### src/rtl/ucc_pkg.sv
`timescale 1ns / 1ps
package ucc_pkg;

   localparam int PointWidth = 31;
   localparam int DiffWidth  = 32;
   localparam int LenWidth   = 3;

   localparam logic [1:0] ACT_FIRST  = 2'd0;
   localparam logic [1:0] ACT_SECOND = 2'd1;
   localparam logic [1:0] ACT_FINISH = 2'd2;

   localparam logic [1:0] CONT_TAG = 2'b10;
   localparam logic [7:0] LEAD_TWO = 8'hC0;
   localparam logic [7:0] LEAD_MULTI = 8'hE0;

   localparam logic [DiffWidth-1:0] MINUS_ONE = {DiffWidth{1'b1}};
   localparam logic [DiffWidth-1:0] PLUS_ONE  = {{(DiffWidth-1){1'b0}}, 1'b1};

   typedef struct packed {
      logic [LenWidth-1:0]   len;
      logic                  single;
      logic [PointWidth-1:0] point;
   } lead_type;

   // Length of a character whose lead byte is 0xE0 or above, by its low five bits.
   function automatic logic [LenWidth-1:0] high_len(input logic [4:0] idx);
      logic [LenWidth-1:0] len;
      unique case (idx) inside
         [5'd0:5'd15]:  len = 3'd3;
         [5'd16:5'd23]: len = 3'd4;
         [5'd24:5'd27]: len = 3'd5;
         default:       len = 3'd6;
      endcase
      return len;
   endfunction

endpackage

### src/rtl/ucc_decode.sv
`timescale 1ns / 1ps
module ucc_decode (
   input  logic [7:0]        data_byte,
   output ucc_pkg::lead_type lead
);
   import ucc_pkg::*;

   logic [LenWidth-1:0] len;
   logic [7:0]          mask;

   always_comb begin
      if (data_byte >= LEAD_MULTI) begin
         len = high_len(data_byte[4:0]);
      end else if (data_byte >= LEAD_TWO) begin
         len = 3'd2;
      end else begin
         len = 3'd1;
      end
   end

   always_comb begin
      unique case (len)
         3'd1:    mask = 8'hFF;
         3'd2:    mask = 8'h1F;
         3'd3:    mask = 8'h0F;
         3'd4:    mask = 8'h07;
         3'd5:    mask = 8'h03;
         default: mask = 8'h01;
      endcase
   end

   assign lead.len    = len;
   assign lead.single = (len == 3'd1);
   assign lead.point  = {{(PointWidth-8){1'b0}}, data_byte & mask};

endmodule

### src/rtl/utf8_codepoint_compare.sv
`timescale 1ns / 1ps
// A result item is registered in the cycle after its request item is accepted.
// Throughput: one item per cycle while rsp_tready keeps up; decode, accumulate and
// subtract fit between the comparison state registers and the result register.
// A finish item clears the comparison state for the next pair of strings.
// Synchronous active-high reset clears all state and empties the result register.
module utf8_codepoint_compare (
   input  logic        clock,
   input  logic        reset,
   input  logic        req_tvalid,
   output logic        req_tready,
   input  logic [15:0] req_tdata,  // data_byte[7:0], first_has_more[8], second_has_more[9]
   input  logic [1:0]  req_tuser,  // action[1:0]
   output logic        rsp_tvalid,
   input  logic        rsp_tready,
   output logic [39:0] rsp_tdata,  // want_side[0], decided[1], difference[33:2], malformed[34]
   output logic        rsp_tlast   // finished
);
   import ucc_pkg::*;

   logic                  expect_ff, expect_in;
   logic [LenWidth-1:0]   left_ff, left_in;
   logic [PointWidth-1:0] first_ff, first_in;
   logic [PointWidth-1:0] second_ff, second_in;
   logic                  decided_ff, decided_in;
   logic [DiffWidth-1:0]  held_ff, held_in;
   logic                  err_ff, err_in;

   logic                  rsp_valid_ff;
   logic [39:0]           rsp_data_ff, rsp_data_in;
   logic                  rsp_last_ff, rsp_last_in;

   logic                  accept;
   logic [1:0]            action;
   logic [7:0]            data_byte;
   logic                  first_more;
   logic                  second_more;
   logic                  side;
   lead_type              lead;

   logic [PointWidth-1:0] cont_point;
   logic [PointWidth-1:0] cmp_first;
   logic [PointWidth-1:0] cmp_second;
   logic                  do_cmp;
   logic [DiffWidth-1:0]  diff;
   logic [DiffWidth-1:0]  result;

   assign action      = req_tuser;
   assign data_byte   = req_tdata[7:0];
   assign first_more  = req_tdata[8];
   assign second_more = req_tdata[9];
   assign side        = action[0];

   assign req_tready = !rsp_valid_ff || rsp_tready;
   assign accept     = req_tvalid && req_tready;

   ucc_decode u_decode (
      .data_byte(data_byte),
      .lead     (lead)
   );

   assign cont_point = expect_ff ? {second_ff[PointWidth-7:0], data_byte[5:0]}
                                 : {first_ff[PointWidth-7:0], data_byte[5:0]};

   // Choose what gets compared when a second-string character closes.
   always_comb begin
      cmp_first  = first_ff;
      cmp_second = second_ff;
      do_cmp     = 1'b0;
      if (action >= ACT_FINISH) begin
         do_cmp = (left_ff != '0) && !decided_ff && expect_ff;
      end else if (!decided_ff) begin
         if (left_ff != '0) begin
            if (side == expect_ff) begin
               cmp_second = cont_point;
               do_cmp     = expect_ff && (left_ff == 3'd1);
            end else if (expect_ff) begin
               do_cmp = 1'b1;
            end else begin
               cmp_second = lead.point;
               do_cmp     = lead.single;
            end
         end else if (side == expect_ff && expect_ff) begin
            cmp_second = lead.point;
            do_cmp     = lead.single;
         end
      end
   end

   assign diff = {1'b0, cmp_first} - {1'b0, cmp_second};

   always_comb begin
      expect_in  = expect_ff;
      left_in    = left_ff;
      first_in   = first_ff;
      second_in  = second_ff;
      decided_in = decided_ff;
      held_in    = held_ff;
      err_in     = err_ff;
      result     = held_ff;

      if (do_cmp && diff != '0) begin
         decided_in = 1'b1;
         held_in    = diff;
      end

      if (action >= ACT_FINISH) begin
         if (left_ff != '0 && !decided_ff) begin
            err_in = 1'b1;
         end
         result = held_in;
         if (result == '0) begin
            if (first_more) begin
               result = PLUS_ONE;
            end else if (second_more) begin
               result = MINUS_ONE;
            end
         end
      end else if (!decided_ff) begin
         if (left_ff != '0 && side == expect_ff) begin
            if (data_byte[7:6] != CONT_TAG) begin
               err_in = 1'b1;
            end
            if (expect_ff) begin
               second_in = cont_point;
            end else begin
               first_in = cont_point;
            end
            left_in = left_ff - 3'd1;
            if (left_ff == 3'd1) begin
               expect_in = !expect_ff;
            end
         end else if (left_ff != '0 || side == expect_ff) begin
            // Either a fresh character on the expected side, or the other side
            // cuts the open character short and starts its own.
            if (left_ff != '0) begin
               err_in = 1'b1;
            end
            if (side) begin
               second_in = lead.point;
               if (lead.single) begin
                  expect_in = 1'b0;
                  left_in   = '0;
               end else begin
                  expect_in = 1'b1;
                  left_in   = lead.len - 3'd1;
               end
            end else begin
               expect_in = 1'b0;
               left_in   = '0;
               if (!(do_cmp && diff != '0)) begin
                  first_in = lead.point;
                  if (lead.single) begin
                     expect_in = 1'b1;
                  end else begin
                     left_in = lead.len - 3'd1;
                  end
               end
            end
         end
      end
   end

   always_comb begin
      if (action >= ACT_FINISH) begin
         rsp_data_in = {5'd0, err_in, result, (result != '0), 1'b0};
         rsp_last_in = 1'b1;
      end else begin
         rsp_data_in = {5'd0, err_in, held_in, decided_in, expect_in};
         rsp_last_in = 1'b0;
      end
   end

   always_ff @(posedge clock) begin
      if (reset) begin
         expect_ff  <= 1'b0;
         left_ff    <= '0;
         first_ff   <= '0;
         second_ff  <= '0;
         decided_ff <= 1'b0;
         held_ff    <= '0;
         err_ff     <= 1'b0;
      end else if (accept) begin
         if (action >= ACT_FINISH) begin
            expect_ff  <= 1'b0;
            left_ff    <= '0;
            first_ff   <= '0;
            second_ff  <= '0;
            decided_ff <= 1'b0;
            held_ff    <= '0;
            err_ff     <= 1'b0;
         end else begin
            expect_ff  <= expect_in;
            left_ff    <= left_in;
            first_ff   <= first_in;
            second_ff  <= second_in;
            decided_ff <= decided_in;
            held_ff    <= held_in;
            err_ff     <= err_in;
         end
      end
   end

   always_ff @(posedge clock) begin
      if (reset) begin
         rsp_valid_ff <= 1'b0;
      end else if (accept) begin
         rsp_valid_ff <= 1'b1;
      end else if (rsp_tready) begin
         rsp_valid_ff <= 1'b0;
      end
   end

   always_ff @(posedge clock) begin
      if (accept) begin
         rsp_data_ff <= rsp_data_in;
         rsp_last_ff <= rsp_last_in;
      end
   end

   assign rsp_tvalid = rsp_valid_ff;
   assign rsp_tdata  = rsp_data_ff;
   assign rsp_tlast  = rsp_last_ff;

   a_finish_clears: assert property (@(posedge clock) disable iff (reset)
      accept && action >= ACT_FINISH |=>
         left_ff == '0 && !decided_ff && !expect_ff && !err_ff && held_ff == '0)
      else $error("comparison state not cleared after finish item");

   a_decided_nonzero: assert property (@(posedge clock) disable iff (reset)
      decided_ff |-> held_ff != '0)
      else $error("decided without a nonzero difference");

   a_decided_holds: assert property (@(posedge clock) disable iff (reset)
      accept && action < ACT_FINISH && decided_ff |=>
         decided_ff && $stable(held_ff) && $stable(left_ff))
      else $error("byte item changed state after decision");

   a_left_range: assert property (@(posedge clock) disable iff (reset)
      accept && action < ACT_FINISH |=> left_ff <= 3'd5)
      else $error("continuation count out of range");

endmodule

### config.mk
export PLATFORM = sky130hd
export DESIGN_NAME = utf8_codepoint_compare
export DESIGN_NICKNAME = d
export VERILOG_FILES = /design/src/rtl/ucc_pkg.sv /design/src/rtl/ucc_decode.sv /design/src/rtl/utf8_codepoint_compare.sv
export SDC_FILE = /design/constraint.sdc
export NUM_CORES = 1
export LEC_CHECK = 0
export ABC_AREA = 1
export BUFFER_PORTS_ARGS = -buffer_cell sky130_fd_sc_hd__buf_2
export CAP_MARGIN = 20
export CORE_MARGIN = 4
export CORE_UTILIZATION = 56
export DETAILED_ROUTE_END_ITERATION = 8
export GPL_ROUTABILITY_DRIVEN = 1
export PLACE_DENSITY = 0.79
export SETUP_SLACK_MARGIN = 0.5
export SYNTH_ARGS = -nofsm -noshare
export SYNTH_HDL_FRONTEND = slang
export SYNTH_SLANG_ARGS = --single-unit
### constraint.sdc
create_clock -name clock -period 6.2 [get_ports clock]
set_clock_uncertainty 0.2 [all_clocks]
set_input_delay 1.24 -clock clock [delete_from_list [all_inputs] [get_ports clock]]
set_output_delay 1.24 -clock clock [all_outputs]
set_load 0.01 [all_outputs]
==> impl_metrics.tcl <==
set metrics [dict create \
    status "complete, but fails checks" \
    violations "negative setup slack" \
    ys_ff_latch 137 \
    setup_slack_ps -390 \
    ys_top_cells_by_count "nand2_1 (523), inv_1 (243), nor2_1 (221)" \
    synth-adder-area-share_pct 5.01 \
    setup_viol 9 \
    netlist_area_sq_um 10400 \
    reg2reg_setup_slack_ps -110 \
    fp.dieArea_sq_um 20800 \
    holdWs_ps 280 \
    via_per_inst 5.61 \
    design_area_sq_um 14000 \
    max_cap_violations 0 \
    fin_crit_sh_pct 106 \
    cp.arrival_ps 6570 \
    drive_gt1_share_pct 26.4 \
    cp_slowest_cell "fa_2" \
    worstPathMaxFanout 7 \
    multi_input_comb_area_sq_um 6550 \
    hold_depth 2 \
    cts_tree "built" \
    antennaDiodeCount 0 \
    reg2reg_to "rsp_tdata[1]" \
    cts_sinks 137 \
    rsz0062_at_grt "true" \
    irDropWorstVdd_uv 231 \
    totalWireLength_mm 35.9 \
    cts-root-buf "clkbuf_16" \
    max_stage_delay_ps 390 \
    synthDistinctLibCells 41 \
    synthTopCellsByArea "dfxtp_1 (19%), nand2_1 (19%), edfxtp_1 (10%)" \
    fmax_mhz 152 \
    io_pins 65 \
    cts_hold_buf 0 \
    grt_pass1_wl_mm 54.6 \
    start_kind "input pin" \
    fin_nets 2061 \
    period_needed_ps 6590 \
    core-area_sq_um 18100 \
    finalPower_mw 3.86 \
    synth_top_area_cell "dfxtp_1" \
    critical_path.most_common_cell "nand2_1" \
    clock_latency_ps 440 \
    dp_hpwl_mm 24.3 \
    synth_ff_type "dfxtp_1" \
    max-slew-margin-rel_pct 41.5 \
    drtPass1Iterations 6 \
    area_growth_pct 34.9 \
    postRouteAntennaNets 0 \
    finalNonFillerCells 2240 \
    avgSynthCellArea_sq_um 6.02 \
    drtIter0Drc 1198 \
    synth-xor-area-share_pct 0.506 \
    p_per_area_nw_per_um2 275 \
    initial_core_util_pct 57.4 \
    synth.mux.area_fraction_pct 0 \
    cp.required_ps 6180 \
    drv_slew 0 \
    synthArstFlopShare_pct 0 \
    portBuffers 53 \
    cts_buffers 17 \
    ff_latch_area_sq_um 3100 \
    pre_cts_ws_ps -777 \
    synth-compound-area-share_pct 16.8 \
    cts-htree-levels 4 \
    rows 49 \
    grt_max_degree 88 \
    tns_ps -1710 \
    path_class "in -> reg" \
    die_w_um 144 \
    grt_pass1_vias 11700 \
    synth_top_family_by_area "simple AND/OR/NAND/NOR gates" \
    syn_inst 1724 \
    hold_violations 0 \
    p_leak_nw 7.25 \
    synth-seq-area-share_pct 29.9 \
    clk_path_buf_depth 2 \
    hp-class "reg -> reg" \
    nFillCells 1331 \
    synth_enable_flop_cells 36 \
    end_kind "flop" \
    die_height_um 144 \
    yosys_warnings 0 \
    worstHoldStart "err_ff" \
    vias 12600 \
    tightest_slew_ps 877 \
    place_area_sq_um 12600 \
    grt_use_total_pct 32.7 \
    gr-total-overflow 0 \
    rr_worst_depth 41 \
    drcViolationCount 0 \
    utilization_pct 77.4 \
    wl_per_cell_um 16.0 \
    synth_top_area_share_pct 19.5 \
    synthSimpleGateAreaFrac_pct 35.0 \
    grt_antenna_before_repair 0 \
    clkTransAtPathRegs_ps 60 \
    r2r_start "left_ff[0]" \
    place.gp.congestion 0.947 \
    dp.cells 2173 \
    yosysMostFrequentCell "nand2_1" \
    min_to "err_ff" \
]
## sequential cells by signal, summed over array words and instances (netlist names)
| name | flops |
|---|---|
| cmp_first | 31 |
| decided_ff | 1 |
| err_ff | 1 |
| expect_ff | 1 |
| held_ff | 32 |
| left_ff | 3 |
| rsp_tdata | 35 |
| rsp_tlast | 1 |
| rsp_tvalid | 1 |
| second_ff | 31 |
## layout make-up
type | count | share of cell area (%)
Multi-Input combinational cell | 1259 | 46.8
Inverter | 255 | 6.88
Sequential cell | 137 | 22.2
Clock buffer | 18 | 3.22
Timing Repair Buffer | 328 | 18.2
Tap cell | 229 | 2.05
Clock inverter | 14 | 0.777
## how the worst max path moves through the flow
stage	start	end	slack (ps)	depth (start not counted)
floorplan	req_tdata[7]	rsp_tdata[1]	300	50
global route	req_tdata[4]	rsp_tdata[1]	-610	50
global placement	req_tdata[7]	rsp_tdata[1]	-700	49
finish	req_tdata[6]	rsp_tdata[1]	-390	48
detailed placement	req_tdata[7]	rsp_tdata[1]	-780	47
CTS	req_tdata[7]	rsp_tdata[1]	10	50
## cell families (layout without fill, tap and decap cells)
family	Yosys count	after routing
other cells	1	5
compound gates	323	323
simple gates	884	884
fa+ha+maj	41	41
buf+inv	332	615
flops	137	137
xor+xnor	6	6
## layout by cell type, fill, tap and decap left out, drive strengths merged, types with 2 or more instances in the layout
cell type,count
dfxtp,101
nand2,531
a31oi,2
o21ai,160
o22ai,7
a21oi,115
nor4,8
ha,40
inv,262
nor2,228
o221ai,3
or2,5
o21bai,2
a22oi,18
clkbuf,20
edfxtp,36
a211oi,8
conb,5
buf,325
nand3b,26
nand4,13
xor2,3
a32oi,2
o211ai,4
nand3,73
xnor2,3
clkinv,6
## layer usage
layer,GRT usage (%),vias up,share of wire (%)
li1,-,6038,-
met5,0,-,0
met2,57.1,673,49
met4,18.9,0,6.1
met3,5.46,199,7.3
met1,37.8,5657,38
## what timing repair did
action                                  CTS  global route
resized for setup                        53           116
gates cloned                              2             2
buffers inserted                         21            10
pin swaps                                33            52
endpoints found under the setup margin   33            64
## worst max-delay path, delay by kind of cell
| family | cells | cell delay [ps] |
|---|---|---|
| simple gates | 31 | 3290 |
| compound gates | 6 | 660 |
| fa+ha+maj | 2 | 570 |
| buf+inv | 9 | 820 |
## power by group
part | internal, mW | leakage, nW | switching (mW)
sequential | 1.00 | 1.19 | 0.0489
combinational | 0.767 | 5.78 | 1.06
clock | 0.544 | 0.280 | 0.436
total | 2.31 | 7.25 | 1.54
No activity file was read; power rests on OpenSTA's default activity.
